**config.mk**
```make
export PLATFORM = sky130hd
export DESIGN_NAME = aging_queue_positional_removal_core_flat
export DESIGN_NICKNAME = d
export VERILOG_FILES = /design/src/sv/aqpr_pkg.sv /design/src/sv/aqpr_if.sv /design/src/sv/aqpr_age_unit.sv /design/src/sv/aging_queue_positional_removal_core.sv /design/src/flat_wrapper.sv
export SDC_FILE = /design/constraint.sdc
export NUM_CORES = 2
export LEC_CHECK = 0
export ABC_CLOCK_PERIOD_IN_PS = 6600
export BUFFER_PORTS_ARGS = -buffer_cell sky130_fd_sc_hd__buf_2
export CORE_ASPECT_RATIO = 0.75
export CORE_MARGIN = 3
export CORE_UTILIZATION = 27
export CTS_BUF_LIST = sky130_fd_sc_hd__clkbuf_4 sky130_fd_sc_hd__clkbuf_8
export DETAILED_ROUTE_END_ITERATION = 10
export PLACE_DENSITY_LB_ADDON = 0.2
export SLEW_MARGIN = 20
export SYNTH_ARGS = -nofsm -noshare
export SYNTH_HDL_FRONTEND = slang
export SYNTH_HIERARCHICAL = 1
export SYNTH_SLANG_ARGS = --single-unit
```
**constraint.sdc**
```tcl
create_clock -name clk -period 6.6 [get_ports clk]
set_input_delay 0.66 -clock clk [delete_from_list [all_inputs] [get_ports clk]]
set_output_delay 0.66 -clock clk [all_outputs]
set_load 0.05 [all_outputs]
```
**src/sv/aqpr_pkg.sv**
```systemverilog
// Package for the aging queue: sizes, command and status codes, entry type.
// No dependencies; used by the command interface, the aging unit and the top level.
package aqpr_pkg;

    localparam int DEPTH  = 16;
    localparam int SERVED = 3;

    localparam int IDX_W  = $clog2(DEPTH);
    localparam int CNT_W  = $clog2(DEPTH + 1);
    localparam int POS_W  = 5;
    localparam int CMPW   = (CNT_W > POS_W) ? CNT_W : POS_W;
    localparam int LPT_W  = 8;
    localparam int PADDR_W = 3;

    localparam logic [1:0] CMD_INSERT = 2'd0;
    localparam logic [1:0] CMD_REMOVE = 2'd1;
    localparam logic [1:0] CMD_TICK   = 2'd2;

    localparam logic [1:0] ST_OK    = 2'd0;
    localparam logic [1:0] ST_EMPTY = 2'd1;
    localparam logic [1:0] ST_RANGE = 2'd2;
    localparam logic [1:0] ST_FULL  = 2'd3;

    localparam logic REG_MODE = 1'b0;
    localparam logic REG_LPT  = 1'b1;

    localparam logic [LPT_W-1:0] LPT_RESET = LPT_W'(10);

    typedef struct packed {
        logic [15:0] tag;
        logic [15:0] lines;
        logic [15:0] wait_cnt;
        logic [15:0] print_cnt;
        logic [15:0] total_cnt;
    } entry_t;

endpackage

```
**src/sv/aqpr_if.sv**
```systemverilog
// Command and result channel interfaces of the aging queue.
// Depends on aqpr_pkg for the position width.
interface aqpr_cmd_if;
    logic                        valid;
    logic                        ready;
    logic [1:0]                  command;
    logic [15:0]                 job_tag;
    logic signed [15:0]          job_lines;
    logic [15:0]                 job_wait;
    logic [15:0]                 job_print;
    logic [15:0]                 job_total;
    logic [aqpr_pkg::POS_W-1:0]  position;

    modport source (output valid, command, job_tag, job_lines, job_wait, job_print,
                    job_total, position, input ready);
    modport sink (input valid, command, job_tag, job_lines, job_wait, job_print,
                  job_total, position, output ready);
endinterface

interface aqpr_res_if;
    logic               valid;
    logic               ready;
    logic [1:0]         status;
    logic [15:0]        out_tag;
    logic signed [15:0] out_lines;
    logic [15:0]        out_wait;
    logic [15:0]        out_print;
    logic [15:0]        out_total;
    logic [4:0]         occupancy_out;
    logic               last;

    modport source (output valid, status, out_tag, out_lines, out_wait, out_print,
                    out_total, occupancy_out, last, input ready);
    modport sink (input valid, status, out_tag, out_lines, out_wait, out_print,
                  out_total, occupancy_out, last, output ready);
endinterface

```
**src/sv/aqpr_age_unit.sv**
```systemverilog
// Shared aging unit: ages one queue entry per use (saturating counters,
// lines taken with saturation at the bottom). Depends on aqpr_pkg.
module aqpr_age_unit
(
    input  aqpr_pkg::entry_t                ent_in,
    input  logic                            wait_mode,
    input  logic                            take,
    input  logic [aqpr_pkg::LPT_W-1:0]      lpt,
    output aqpr_pkg::entry_t                ent_out
);

    logic [16:0] diff;
    logic [15:0] lines_taken;
    logic [15:0] wait_inc;
    logic [15:0] print_inc;
    logic [15:0] total_inc;

    assign wait_inc  = (ent_in.wait_cnt  == 16'hFFFF) ? ent_in.wait_cnt  : ent_in.wait_cnt  + 16'd1;
    assign print_inc = (ent_in.print_cnt == 16'hFFFF) ? ent_in.print_cnt : ent_in.print_cnt + 16'd1;
    assign total_inc = (ent_in.total_cnt == 16'hFFFF) ? ent_in.total_cnt : ent_in.total_cnt + 16'd1;

    // sign-extended subtract; bits 16 and 15 differ only on underflow
    assign diff        = {ent_in.lines[15], ent_in.lines} - {{(17-aqpr_pkg::LPT_W){1'b0}}, lpt};
    assign lines_taken = (diff[16] != diff[15]) ? 16'h8000 : diff[15:0];

    always_comb
    begin
        ent_out           = ent_in;
        ent_out.total_cnt = total_inc;
        if (wait_mode)
        begin
            ent_out.wait_cnt = wait_inc;
        end
        else
        begin
            ent_out.print_cnt = print_inc;
            if (take)
            begin
                ent_out.lines = lines_taken;
            end
        end
    end

endmodule

```
**src/sv/aging_queue_positional_removal_core.sv**
```systemverilog
// Aging job queue with removal at any position.
// Commands come in as words on the cmd channel (valid/ready); each command
// gives one result word on the res channel, or up to SERVED words for a
// print tick, the final one flagged by last. The block takes one command
// at a time: cmd.ready is high only while the sequencer is idle.
// A remove shifts the entries behind slot k down; a tick walks all N queued
// entries. The walk is one read and one write per entry over the
// single-port entry memory, with one shared aging unit.
// A stalled receiver holds the result register and the sequencer waits at
// the step that produces the next word; nothing is dropped.
// Configuration through the APB port: register 0 (addr 0) mode, 0 print
// aging, 1 wait aging; register 1 (addr 4) lines per print tick. Values
// are latched when a command is taken.
// Reset empties the queue (occupancy 0), sets mode 0 and lines per tick 10.
// Entry storage is not cleared; only occupied slots are ever read.
// Depends on aqpr_pkg, aqpr_if and aqpr_age_unit.
module aging_queue_positional_removal_core
(
    input  logic                              clk,
    input  logic                              rst_n,
    aqpr_cmd_if.sink                          cmd,
    aqpr_res_if.source                        res,
    input  logic                              psel,
    input  logic                              penable,
    input  logic                              pwrite,
    input  logic [aqpr_pkg::PADDR_W-1:0]      paddr,
    input  logic [31:0]                       pwdata,
    output logic [31:0]                       prdata,
    output logic                              pready
);

    localparam logic [3:0] S_IDLE  = 4'd0;
    localparam logic [3:0] S_HEAD  = 4'd1;
    localparam logic [3:0] S_HEADW = 4'd2;
    localparam logic [3:0] S_EMIT  = 4'd3;
    localparam logic [3:0] S_RREM  = 4'd4;
    localparam logic [3:0] S_RCAP  = 4'd5;
    localparam logic [3:0] S_SHRD  = 4'd6;
    localparam logic [3:0] S_SHWR  = 4'd7;
    localparam logic [3:0] S_TRD   = 4'd8;
    localparam logic [3:0] S_TWR   = 4'd9;

    localparam int IDX_W = aqpr_pkg::IDX_W;
    localparam int CNT_W = aqpr_pkg::CNT_W;
    localparam int CMPW  = aqpr_pkg::CMPW;
    localparam int LPT_W = aqpr_pkg::LPT_W;

    // configuration
    logic             mode_reg;
    logic [LPT_W-1:0] lpt_reg;
    logic             cfg_wr;

    // sequencer
    logic [3:0]       state_reg, state_next;
    logic [CNT_W-1:0] occ_reg, occ_next;
    logic [IDX_W-1:0] ptr_reg, ptr_next;
    logic [1:0]       status_reg, status_next;
    logic             mode_op_reg, mode_op_next;
    logic [LPT_W-1:0] lpt_op_reg, lpt_op_next;

    // entry memory
    aqpr_pkg::entry_t mem [aqpr_pkg::DEPTH];
    aqpr_pkg::entry_t rd_data_reg;
    aqpr_pkg::entry_t mem_wdata;
    aqpr_pkg::entry_t in_ent;
    aqpr_pkg::entry_t aged;
    logic             mem_we;
    logic [IDX_W-1:0] mem_waddr;
    logic             rd_en;
    logic [IDX_W-1:0] rd_addr;

    // result register
    aqpr_pkg::entry_t out_ent_reg;
    logic [1:0]       out_status_reg;
    logic [CNT_W-1:0] out_occ_reg;
    logic             out_last_reg;
    logic             out_valid_reg;
    logic             out_free;
    logic             out_load;
    aqpr_pkg::entry_t load_ent;
    logic [1:0]       load_status;
    logic [CNT_W-1:0] load_occ;
    logic             load_last;

    logic             cmd_fire;
    logic [CMPW-1:0]  pos_ext;
    logic [CMPW-1:0]  occ_ext;
    logic [CMPW-1:0]  ptr_ext;
    logic [CMPW-1:0]  served;
    logic             take;
    logic             need_emit;

    // ---------------- configuration port ----------------
    assign pready = 1'b1;
    assign cfg_wr = psel && penable && pwrite;
    assign prdata = (paddr[2] == aqpr_pkg::REG_LPT) ? {{(32-LPT_W){1'b0}}, lpt_reg}
                                                    : {31'b0, mode_reg};

    always_ff @(posedge clk or negedge rst_n)
    begin
        if (!rst_n)
        begin
            mode_reg <= 1'b0;
            lpt_reg  <= aqpr_pkg::LPT_RESET;
        end
        else if (cfg_wr)
        begin
            if (paddr[2] == aqpr_pkg::REG_MODE)
            begin
                mode_reg <= pwdata[0];
            end
            else
            begin
                lpt_reg <= pwdata[LPT_W-1:0];
            end
        end
    end

    // ---------------- shared aging unit ----------------
    assign occ_ext = CMPW'(occ_reg);
    assign ptr_ext = CMPW'(ptr_reg);
    assign pos_ext = CMPW'(cmd.position);
    assign served  = (occ_ext < CMPW'(aqpr_pkg::SERVED)) ? occ_ext : CMPW'(aqpr_pkg::SERVED);
    assign take    = ptr_ext < served;

    aqpr_age_unit u_age
    (
        .ent_in    (rd_data_reg),
        .wait_mode (mode_op_reg),
        .take      (take),
        .lpt       (lpt_op_reg),
        .ent_out   (aged)
    );

    assign in_ent.tag       = cmd.job_tag;
    assign in_ent.lines     = cmd.job_lines;
    assign in_ent.wait_cnt  = cmd.job_wait;
    assign in_ent.print_cnt = cmd.job_print;
    assign in_ent.total_cnt = cmd.job_total;

    assign cmd.ready = (state_reg == S_IDLE);
    assign cmd_fire  = cmd.valid && cmd.ready;
    assign out_free  = !out_valid_reg || res.ready;
    assign need_emit = mode_op_reg ? (ptr_reg == '0) : take;

    // ---------------- sequencer ----------------
    always_comb
    begin
        state_next   = state_reg;
        occ_next     = occ_reg;
        ptr_next     = ptr_reg;
        status_next  = status_reg;
        mode_op_next = mode_op_reg;
        lpt_op_next  = lpt_op_reg;
        mem_we       = 1'b0;
        mem_waddr    = ptr_reg;
        mem_wdata    = rd_data_reg;
        rd_en        = 1'b0;
        rd_addr      = ptr_reg;
        out_load     = 1'b0;
        load_ent     = '0;
        load_status  = status_reg;
        load_occ     = occ_reg;
        load_last    = 1'b1;

        case (state_reg)
            S_IDLE:
            begin
                if (cmd_fire)
                begin
                    mode_op_next = mode_reg;
                    lpt_op_next  = lpt_reg;
                    case (cmd.command)
                        aqpr_pkg::CMD_INSERT:
                        begin
                            if (occ_reg < CNT_W'(aqpr_pkg::DEPTH))
                            begin
                                mem_we      = 1'b1;
                                mem_waddr   = occ_reg[IDX_W-1:0];
                                mem_wdata   = in_ent;
                                occ_next    = occ_reg + CNT_W'(1);
                                status_next = aqpr_pkg::ST_OK;
                            end
                            else
                            begin
                                status_next = aqpr_pkg::ST_FULL;
                            end
                            state_next = S_HEAD;
                        end
                        aqpr_pkg::CMD_REMOVE:
                        begin
                            if (occ_reg == '0)
                            begin
                                status_next = aqpr_pkg::ST_EMPTY;
                                state_next  = S_EMIT;
                            end
                            else if (pos_ext > occ_ext)
                            begin
                                status_next = aqpr_pkg::ST_RANGE;
                                state_next  = S_EMIT;
                            end
                            else
                            begin
                                status_next = aqpr_pkg::ST_OK;
                                ptr_next    = (pos_ext == '0) ? '0 : IDX_W'(pos_ext - CMPW'(1));
                                state_next  = S_RREM;
                            end
                        end
                        aqpr_pkg::CMD_TICK:
                        begin
                            if (occ_reg == '0)
                            begin
                                status_next = aqpr_pkg::ST_EMPTY;
                                state_next  = S_EMIT;
                            end
                            else
                            begin
                                status_next = aqpr_pkg::ST_OK;
                                ptr_next    = '0;
                                state_next  = S_TRD;
                            end
                        end
                        default:
                        begin
                            status_next = aqpr_pkg::ST_OK;
                            state_next  = (occ_reg == '0) ? S_EMIT : S_HEAD;
                        end
                    endcase
                end
            end
            S_HEAD:
            begin
                rd_en      = 1'b1;
                rd_addr    = '0;
                state_next = S_HEADW;
            end
            S_HEADW:
            begin
                if (out_free)
                begin
                    out_load   = 1'b1;
                    load_ent   = rd_data_reg;
                    state_next = S_IDLE;
                end
            end
            S_EMIT:
            begin
                if (out_free)
                begin
                    out_load   = 1'b1;
                    state_next = S_IDLE;
                end
            end
            S_RREM:
            begin
                rd_en      = 1'b1;
                state_next = S_RCAP;
            end
            S_RCAP:
            begin
                if (out_free)
                begin
                    out_load = 1'b1;
                    load_ent = rd_data_reg;
                    load_occ = occ_reg - CNT_W'(1);
                    if (ptr_ext + CMPW'(1) < occ_ext)
                    begin
                        state_next = S_SHRD;
                    end
                    else
                    begin
                        occ_next   = occ_reg - CNT_W'(1);
                        state_next = S_IDLE;
                    end
                end
            end
            S_SHRD:
            begin
                rd_en      = 1'b1;
                rd_addr    = ptr_reg + IDX_W'(1);
                state_next = S_SHWR;
            end
            S_SHWR:
            begin
                // close the gap: entry ptr+1 moves down to ptr
                mem_we   = 1'b1;
                ptr_next = ptr_reg + IDX_W'(1);
                if (ptr_ext + CMPW'(2) < occ_ext)
                begin
                    state_next = S_SHRD;
                end
                else
                begin
                    occ_next   = occ_reg - CNT_W'(1);
                    state_next = S_IDLE;
                end
            end
            S_TRD:
            begin
                rd_en      = 1'b1;
                state_next = S_TWR;
            end
            S_TWR:
            begin
                if (!need_emit || out_free)
                begin
                    mem_we    = 1'b1;
                    mem_wdata = aged;
                    if (need_emit)
                    begin
                        out_load  = 1'b1;
                        load_ent  = aged;
                        load_last = mode_op_reg || (ptr_ext + CMPW'(1) == served);
                    end
                    ptr_next = ptr_reg + IDX_W'(1);
                    if (ptr_ext + CMPW'(1) < occ_ext)
                    begin
                        state_next = S_TRD;
                    end
                    else
                    begin
                        state_next = S_IDLE;
                    end
                end
            end
            default:
            begin
                state_next = S_IDLE;
            end
        endcase
    end

    always_ff @(posedge clk or negedge rst_n)
    begin
        if (!rst_n)
        begin
            state_reg   <= S_IDLE;
            occ_reg     <= '0;
            ptr_reg     <= '0;
            status_reg  <= aqpr_pkg::ST_OK;
            mode_op_reg <= 1'b0;
            lpt_op_reg  <= '0;
        end
        else
        begin
            state_reg   <= state_next;
            occ_reg     <= occ_next;
            ptr_reg     <= ptr_next;
            status_reg  <= status_next;
            mode_op_reg <= mode_op_next;
            lpt_op_reg  <= lpt_op_next;
        end
    end

    // ---------------- entry memory ----------------
    always_ff @(posedge clk)
    begin
        if (mem_we)
        begin
            mem[mem_waddr] <= mem_wdata;
        end
    end

    always_ff @(posedge clk)
    begin
        if (rd_en)
        begin
            rd_data_reg <= mem[rd_addr];
        end
    end

    // ---------------- result register ----------------
    always_ff @(posedge clk or negedge rst_n)
    begin
        if (!rst_n)
        begin
            out_valid_reg <= 1'b0;
        end
        else if (out_load)
        begin
            out_valid_reg <= 1'b1;
        end
        else if (res.ready)
        begin
            out_valid_reg <= 1'b0;
        end
    end

    always_ff @(posedge clk)
    begin
        if (out_load)
        begin
            out_ent_reg    <= load_ent;
            out_status_reg <= load_status;
            out_occ_reg    <= load_occ;
            out_last_reg   <= load_last;
        end
    end

    assign res.valid         = out_valid_reg;
    assign res.status        = out_status_reg;
    assign res.out_tag       = out_ent_reg.tag;
    assign res.out_lines     = $signed(out_ent_reg.lines);
    assign res.out_wait      = out_ent_reg.wait_cnt;
    assign res.out_print     = out_ent_reg.print_cnt;
    assign res.out_total     = out_ent_reg.total_cnt;
    assign res.occupancy_out = 5'(out_occ_reg);
    assign res.last          = out_last_reg;

    // ---------------- assertions ----------------
    a_occ_bound: assert property (@(posedge clk) disable iff (!rst_n)
        occ_reg <= CNT_W'(aqpr_pkg::DEPTH))
        else $error("occupancy above depth");

    a_occ_step: assert property (@(posedge clk) disable iff (!rst_n)
        (occ_reg != $past(occ_reg)) |->
        (occ_reg == $past(occ_reg) + CNT_W'(1) || occ_reg + CNT_W'(1) == $past(occ_reg)))
        else $error("occupancy moved by more than one");

    a_walk_in_range: assert property (@(posedge clk) disable iff (!rst_n)
        (state_reg == S_TWR || state_reg == S_SHWR || state_reg == S_RCAP) |-> ptr_ext < occ_ext)
        else $error("walk pointer past occupied slots");

    a_no_overwrite: assert property (@(posedge clk) disable iff (!rst_n)
        (out_valid_reg && !res.ready) |-> !out_load)
        else $error("result register overwritten while stalled");

endmodule

```
**src/flat_wrapper.sv**
```systemverilog
// flat-port wrapper written by rule: the top's interface ports become plain ports
module aging_queue_positional_removal_core_flat 
  (clk, rst_n, psel, penable, pwrite, paddr, pwdata, prdata, pready, cmd_valid, cmd_command, cmd_job_tag, cmd_job_lines, cmd_job_wait, cmd_job_print, cmd_job_total, cmd_position, cmd_ready, res_valid, res_status, res_out_tag, res_out_lines, res_out_wait, res_out_print, res_out_total, res_occupancy_out, res_last, res_ready);
  aqpr_cmd_if cmd_i ();
  aqpr_res_if res_i ();
  input  logic clk;
  input  logic rst_n;
  input  logic psel;
  input  logic penable;
  input  logic pwrite;
  input  logic [aqpr_pkg::PADDR_W-1:0] paddr;
  input  logic [31:0] pwdata;
  output logic [31:0] prdata;
  output logic pready;
  input wire logic [$bits(cmd_i.valid)-1:0] cmd_valid;
  input wire logic [$bits(cmd_i.command)-1:0] cmd_command;
  input wire logic [$bits(cmd_i.job_tag)-1:0] cmd_job_tag;
  input wire logic [$bits(cmd_i.job_lines)-1:0] cmd_job_lines;
  input wire logic [$bits(cmd_i.job_wait)-1:0] cmd_job_wait;
  input wire logic [$bits(cmd_i.job_print)-1:0] cmd_job_print;
  input wire logic [$bits(cmd_i.job_total)-1:0] cmd_job_total;
  input wire logic [$bits(cmd_i.position)-1:0] cmd_position;
  output wire logic [$bits(cmd_i.ready)-1:0] cmd_ready;
  output wire logic [$bits(res_i.valid)-1:0] res_valid;
  output wire logic [$bits(res_i.status)-1:0] res_status;
  output wire logic [$bits(res_i.out_tag)-1:0] res_out_tag;
  output wire logic [$bits(res_i.out_lines)-1:0] res_out_lines;
  output wire logic [$bits(res_i.out_wait)-1:0] res_out_wait;
  output wire logic [$bits(res_i.out_print)-1:0] res_out_print;
  output wire logic [$bits(res_i.out_total)-1:0] res_out_total;
  output wire logic [$bits(res_i.occupancy_out)-1:0] res_occupancy_out;
  output wire logic [$bits(res_i.last)-1:0] res_last;
  input wire logic [$bits(res_i.ready)-1:0] res_ready;
  assign cmd_i.valid = cmd_valid;
  assign cmd_i.command = cmd_command;
  assign cmd_i.job_tag = cmd_job_tag;
  assign cmd_i.job_lines = cmd_job_lines;
  assign cmd_i.job_wait = cmd_job_wait;
  assign cmd_i.job_print = cmd_job_print;
  assign cmd_i.job_total = cmd_job_total;
  assign cmd_i.position = cmd_position;
  assign cmd_ready = cmd_i.ready;
  assign res_valid = res_i.valid;
  assign res_status = res_i.status;
  assign res_out_tag = res_i.out_tag;
  assign res_out_lines = res_i.out_lines;
  assign res_out_wait = res_i.out_wait;
  assign res_out_print = res_i.out_print;
  assign res_out_total = res_i.out_total;
  assign res_occupancy_out = res_i.occupancy_out;
  assign res_last = res_i.last;
  assign res_i.ready = res_ready;
  aging_queue_positional_removal_core u_core (.clk(clk), .rst_n(rst_n), .cmd(cmd_i), .res(res_i), .psel(psel), .penable(penable), .pwrite(pwrite), .paddr(paddr), .pwdata(pwdata), .prdata(prdata), .pready(pready));
endmodule
```
# Word-level counts from Yosys, hierarchy flattened

Memories as Yosys holds them, arrays and structs flattened. A register that Yosys moved wholly into a read port is not among the register bits.
Index checks and enable logic that the tools add are counted.

Order comparisons: 6
Bitwise gates (word level): 1
Mux-type cells: 74
Add/subtract/negate cells: 10
Reductions and logical operators: 27
Eq/ne operators: 28

Operator list:

| operator                                                               | count |
|---|---|
| 80-bit 2-to-1 mux                                                      | 6 |
| 80-bit case mux with 2 select lines                                    | 2 |
| 16-bit 2-to-1 mux                                                      | 8 |
| 4-bit 2-to-1 mux                                                       | 17 |
| 64-bit 2-to-1 mux                                                      | 1 |
| 16-bit by 1-bit adder with 16-bit output (second input constant)       | 3 |
| 16-bit equality test (second input constant)                           | 3 |
| 5-bit 2-to-1 mux                                                       | 9 |
| 4-bit case mux with 9 select lines                                     | 1 |
| 4-bit case mux with 3 select lines                                     | 2 |
| 16-bit by 9-bit subtractor with 17-bit output                          | 1 |
| 4-bit by 3-bit equality test with 1-bit output (second input constant) | 4 |
| 4-bit case mux with 2 select lines                                     | 2 |
| 5-bit case mux with 3 select lines                                     | 1 |
| 1-bit 2-to-1 mux                                                       | 14 |
| 7-bit AND reduction                                                    | 2 |
| 3-bit != test (second input constant)                                  | 4 |
| 5-bit zero test                                                        | 2 |
| 5-bit < comparator                                                     | 2 |
| 2-bit != test (second input constant)                                  | 5 |
| 3-bit 2-to-1 mux                                                       | 3 |
| 4-bit by 2-bit equality test with 1-bit output (second input constant) | 2 |
| 4-bit equality test (second input constant)                            | 2 |
| 4-bit zero test                                                        | 2 |
| other kinds (34)                                                       | 48 |

Memories kept: 1
Memory bits (writable): 1280
Register bits: 122
Input port bits: 129
Output and inout port bits: 123

Memory list:

| name       | words | bits a word | rd ports | clocked after memory_dff | write ports | line                                      | text |
|---|---|---|---|---|---|---|---|
| u_core.mem | 16    | 80          | 1        | 1                        | 1           | aging_queue_positional_removal_core.sv:62 | `aqpr_pkg::entry_t mem [aqpr_pkg::DEPTH];` |

# Longest topological paths before layout

Word-level depth: 10
Depth in mapped cells: 16
Depth with buffers taken out: 16

# Cells and area by module

Netlist, hierarchy kept.

Modules (own cells, without submodules):

| module                              | cells an instance | area each (sq um) | times used |
|---|---|---|---|
| aging_queue_positional_removal_core | 4356              | 61400.1           | 1 |
| aqpr_age_unit                       | 279               | 1864.3            | 1 |

# Worst setup path after synthesis

OpenSTA, ideal clock, no wires.

Kind: register -> register
Start point: register u_core.state_reg[1]
End point: memory u_core/mem[14][0] (netlist bit), enable pin
Setup time: 0.545 ns
Data arrival time: 6.499 ns
Stages on the path, launching flop included: 8
Required time: 6.055 ns
Clock period less this slack: 7.044 ns
Path slack: -0.444 ns
Cells stage by stage: dfrtp_1 -> buf_2 -> nor4_2 -> and3_1 -> buf_2 -> buf_2 -> nand2_1 -> a21oi_1

Longest elaborated chain between the ends: 6
Elaborated cells between the ends (all ways): 10

Ends and longest elaborated chain:

| element                                | line                                       | text |
|---|---|---|
| from (decl)                            | aging_queue_positional_removal_core.sv:54  | `logic [3:0] state_reg, state_next;` |
| from (signal assigned)                 | aging_queue_positional_removal_core.sv:346 | `state_reg <= state_next;` |
| 4-bit zero test (*)                    | aging_queue_positional_removal_core.sv:141 | `assign cmd.ready = (state_reg == S_IDLE);` |
| net cmd_ready                          | flat_wrapper.sv:23                         | `output wire logic [$bits(cmd_i.ready)-1:0] cmd_ready;` |
| 1-bit logical AND                      | aging_queue_positional_removal_core.sv:142 | `assign cmd_fire = cmd.valid && cmd.ready;` |
| 1-bit 2-to-1 mux                       | aging_queue_positional_removal_core.sv:169 | `if (cmd_fire)` |
| 1-bit case mux with 3 select lines     | aging_queue_positional_removal_core.sv:166 | `case (state_reg)` |
| 1-bit 2-to-1 mux                       | aging_queue_positional_removal_core.sv:358 | `if (mem_we)` |
| 1-bit 2-to-1 mux (implied by the code) | aging_queue_positional_removal_core.sv:360 | `mem[mem_waddr] <= mem_wdata;` |
| to (decl)                              | aging_queue_positional_removal_core.sv:62  |  |

Mark *: on every way through the listed nets, which the timed path passes. The rest lies on a longest branch.

==> reports/results.tsv <==
metric	value	unit
Avg WL per Cell	26.0	µm
GPL Wtd Cong	0.766	
initial DRC count	3817	
CTS tree	built	
pwr dens	537	nW/µm²
largest net degree at the start of global routing	178	
max-slew violation count	0	
post-route cell area	72700	µm²
final WL	210000	µm
drt first pass iters	5	
global-route wire length before repair	302000	µm
post_cts resized	0	
Net count, final	4938	
Post-Place Cells	7620	
mean area per synthesized cell	13.6	µm²
Pleak	24.4	nW
Layout fillers	23200	
Slew HR	23.7	%
placed cell area	67900	µm²
reg2reg start	u_core/rd_data_reg[48]$_DFFE_PP_	
GRT Util Overall	17.0	%
Yosys reg bits	1482	
hold path startpoint	penable	
max reg flops	1280	
Netlist cell types	87	
Via density	5.20	
Multi-input gate area	17200	µm²
area grow syn2layout	15.0	%
asr flop ratio synth	2.29	%
top cells by area, synth	edfxtp_1, nand2_1, nand3_1	
Crit Path Max Fanout	16	
clock latency on the worst-skew pair	1.02	ns
status	complete, no violations	
CP required	7.32	ns
peak supply drop	566	µV
CTS Buf Count	240	
period utilisation layout	72.0	%
Worst Hold End	u_core/mode_reg$_DFFE_PN0P_	
Hold Path Depth	4	
Synth Flop Type	edfxtp_1	
die width	565	µm
Port Buf Inserts	200	
Row Count	153	
Post-synth top cells	edfxtp_1, nand2_1, nand3_1	
htree depth	4	
mapped cell area	63300	µm²
CTS root buf	clkbuf_8	
CTS sink cnt	1482	
critical path capture point type	flop	
EDFF count, synth	1448	
Reg area	44300	µm²
r2r worst-path depth	16	
area leader, netlist	edfxtp_1	
# Max-Cap Violations	0	
Final Setup Violations	0	
Mapped Cells	4635	
Power Total	39.0	mW
CTS Buffer Depth	3	
fmax	210	MHz
Synth top area share	68.7	%
vias in the first global route	41000	
Core Box Area	232000	µm²
GRT overflow	0	
critical path launch point type	flop	
Hold/Removal Path Class	in -> reg	
share of post-route cells with drive strength above 1	15.3	%
DIE AREA	240000	µm²
antenna viol nets, final	0	
sequential fraction of the synthesis area	70.1	%
worst slew pin tran	1.14	ns
initial antenna violation count	5	
post-layout minimum cycle time	4.75	ns
via count	42000	
Ports	252	
critical path class	reg -> reg	
yosys warns	6	
post-route insts no fill	8081	
RSZ-0062 raised after global routing	false	
Residual DRC	0	
worst r2r dst	u_core/mem[11][57]$_DFFE_PP_	
Hold Fails Final Rpt	0	
Detail Placement HPWL	108000	µm
Initial Util	27.2	%
final hold slack	0.110	ns
worst endpoint data arrival time	5.47	ns
reg-to-reg setup timing slack	1.85	ns
Reg clk slew, reported paths	0.06	ns
most numerous cell in the Yosys netlist	edfxtp_1	
Die Ht	425	µm
skew final	0.0797	ns
==> metal layers <==
| metal | wire length, µm | GRT usage, % | vias up |
|---|---|---|---|
| li1 | - | - | 18600 |
| met1 | 96500 | 24.3 | 21800 |
| met2 | 97800 | 26.8 | 1383 |
| met3 | 12200 | 3.04 | 254 |
| met4 | 3820 | 3.88 | 0 |
| met5 | 0 | 0 | - |
==> cell families (layout without fill, tap and decap cells) <==
| logic type | Yosys count | in the layout | share of synthesized area, % |
|---|---|---|---|
| flops | 1482 | 1482 | 70.1 |
| simple gates | 1300 | 1300 | 9.95 |
| compound gates | 1265 | 1265 | 14.6 |
| buf+inv | 464 | 777 | 3.35 |
| xor+xnor | 51 | 51 | 0.706 |
| fa+ha+maj | 36 | 36 | 0.724 |
| mux | 35 | 35 | 0.621 |
| other cells | 2 | 35 | 0.0119 |
==> repair_timing <==
| action | 4_1_cts | 5_1_grt |
|---|---|---|
| endpoints found under the hold margin | 43 | 0 |
| hold buffers | 11 | 0 |
| buffers inserted | 0 | 0 |
==> layout by cell type (no fill, tap or decap), types with 84 or more instances in the layout <==
cell type     n
edfxtp_1   1448
and3_1      254
clkbuf_4     89
buf_2       200
a21o_1       86
o21ai_0     337
nand3_1     352
a22o_1      162
a31oi_1      88
clkbuf_8    242
nand2_1     538
a211oi_1     84
==> cell type report <==
cell class	count	share of cell area (%)
Timing Repair Buffer	307	3.32
Clock buffer	331	5.50
Inverter	28	0.144
Tap cell	3100	5.33
Sequential cell	1482	60.9
Clock inverter	111	1.06
Antenna cell	8	0.0275
Multi-Input combinational cell	2714	23.7
==> critical path, cell delays in order (launching register included) <==
cell	delay, ns
edfxtp_1	0.43
inv_1	0.10
ha_1	0.17
inv_1	0.06
fa_1	0.45
a211oi_1	0.38
o21bai_1	0.13
a21oi_1	0.27
or4_2	0.17
a31oi_1	0.08
ha_1	0.42
nor2_1	0.35
or4b_2	0.62
a2bb2oi_1	0.15
nand2_1	0.15
a22o_1	0.16
a21o_1	0.40
==> worst max path at each step <==
stage                                         to  slack (ns)                             start
global placement     u_core/mem[9][57]$_DFFE_PP_        1.93  u_core/rd_data_reg[48]$_DFFE_PP_
CTS                 u_core/mem[14][14]$_DFFE_PP_        1.89   u_core/state_reg[1]$_DFFE_PN0P_
global route         u_core/mem[6][57]$_DFFE_PP_        1.59  u_core/rd_data_reg[48]$_DFFE_PP_
finish              u_core/mem[11][57]$_DFFE_PP_        1.85  u_core/rd_data_reg[48]$_DFFE_PP_
detailed placement  u_core/mem[11][57]$_DFFE_PP_        1.91  u_core/rd_data_reg[48]$_DFFE_PP_
floorplan            u_core/mem[14][0]$_DFFE_PP_       -0.44   u_core/state_reg[1]$_DFFE_PN0P_
==> metrics by stage <==
| stage | util [%] | setup slack, ns | TNS (ns) |
|---|---|---|---|
| 2_1_floorplan | - | -0.444 | -578.15 |
| 3_3_place_gp | 29.2 | 1.93 | 0 |
| 3_5_place_dp | 29.2 | 1.91 | 0 |
| 4_1_cts | 31.3 | 1.89 | 0 |
| 5_1_grt | 31.3 | 1.59 | 0 |
| 6_report | 31.3 | 1.85 | 0 |
==> report_power, final <==
part           switching [mW]  internal (mW)
clock                    3.88           4.13
sequential              0.958           14.4
combinational            11.6           4.03
Power figures use the tool's default switching activity.
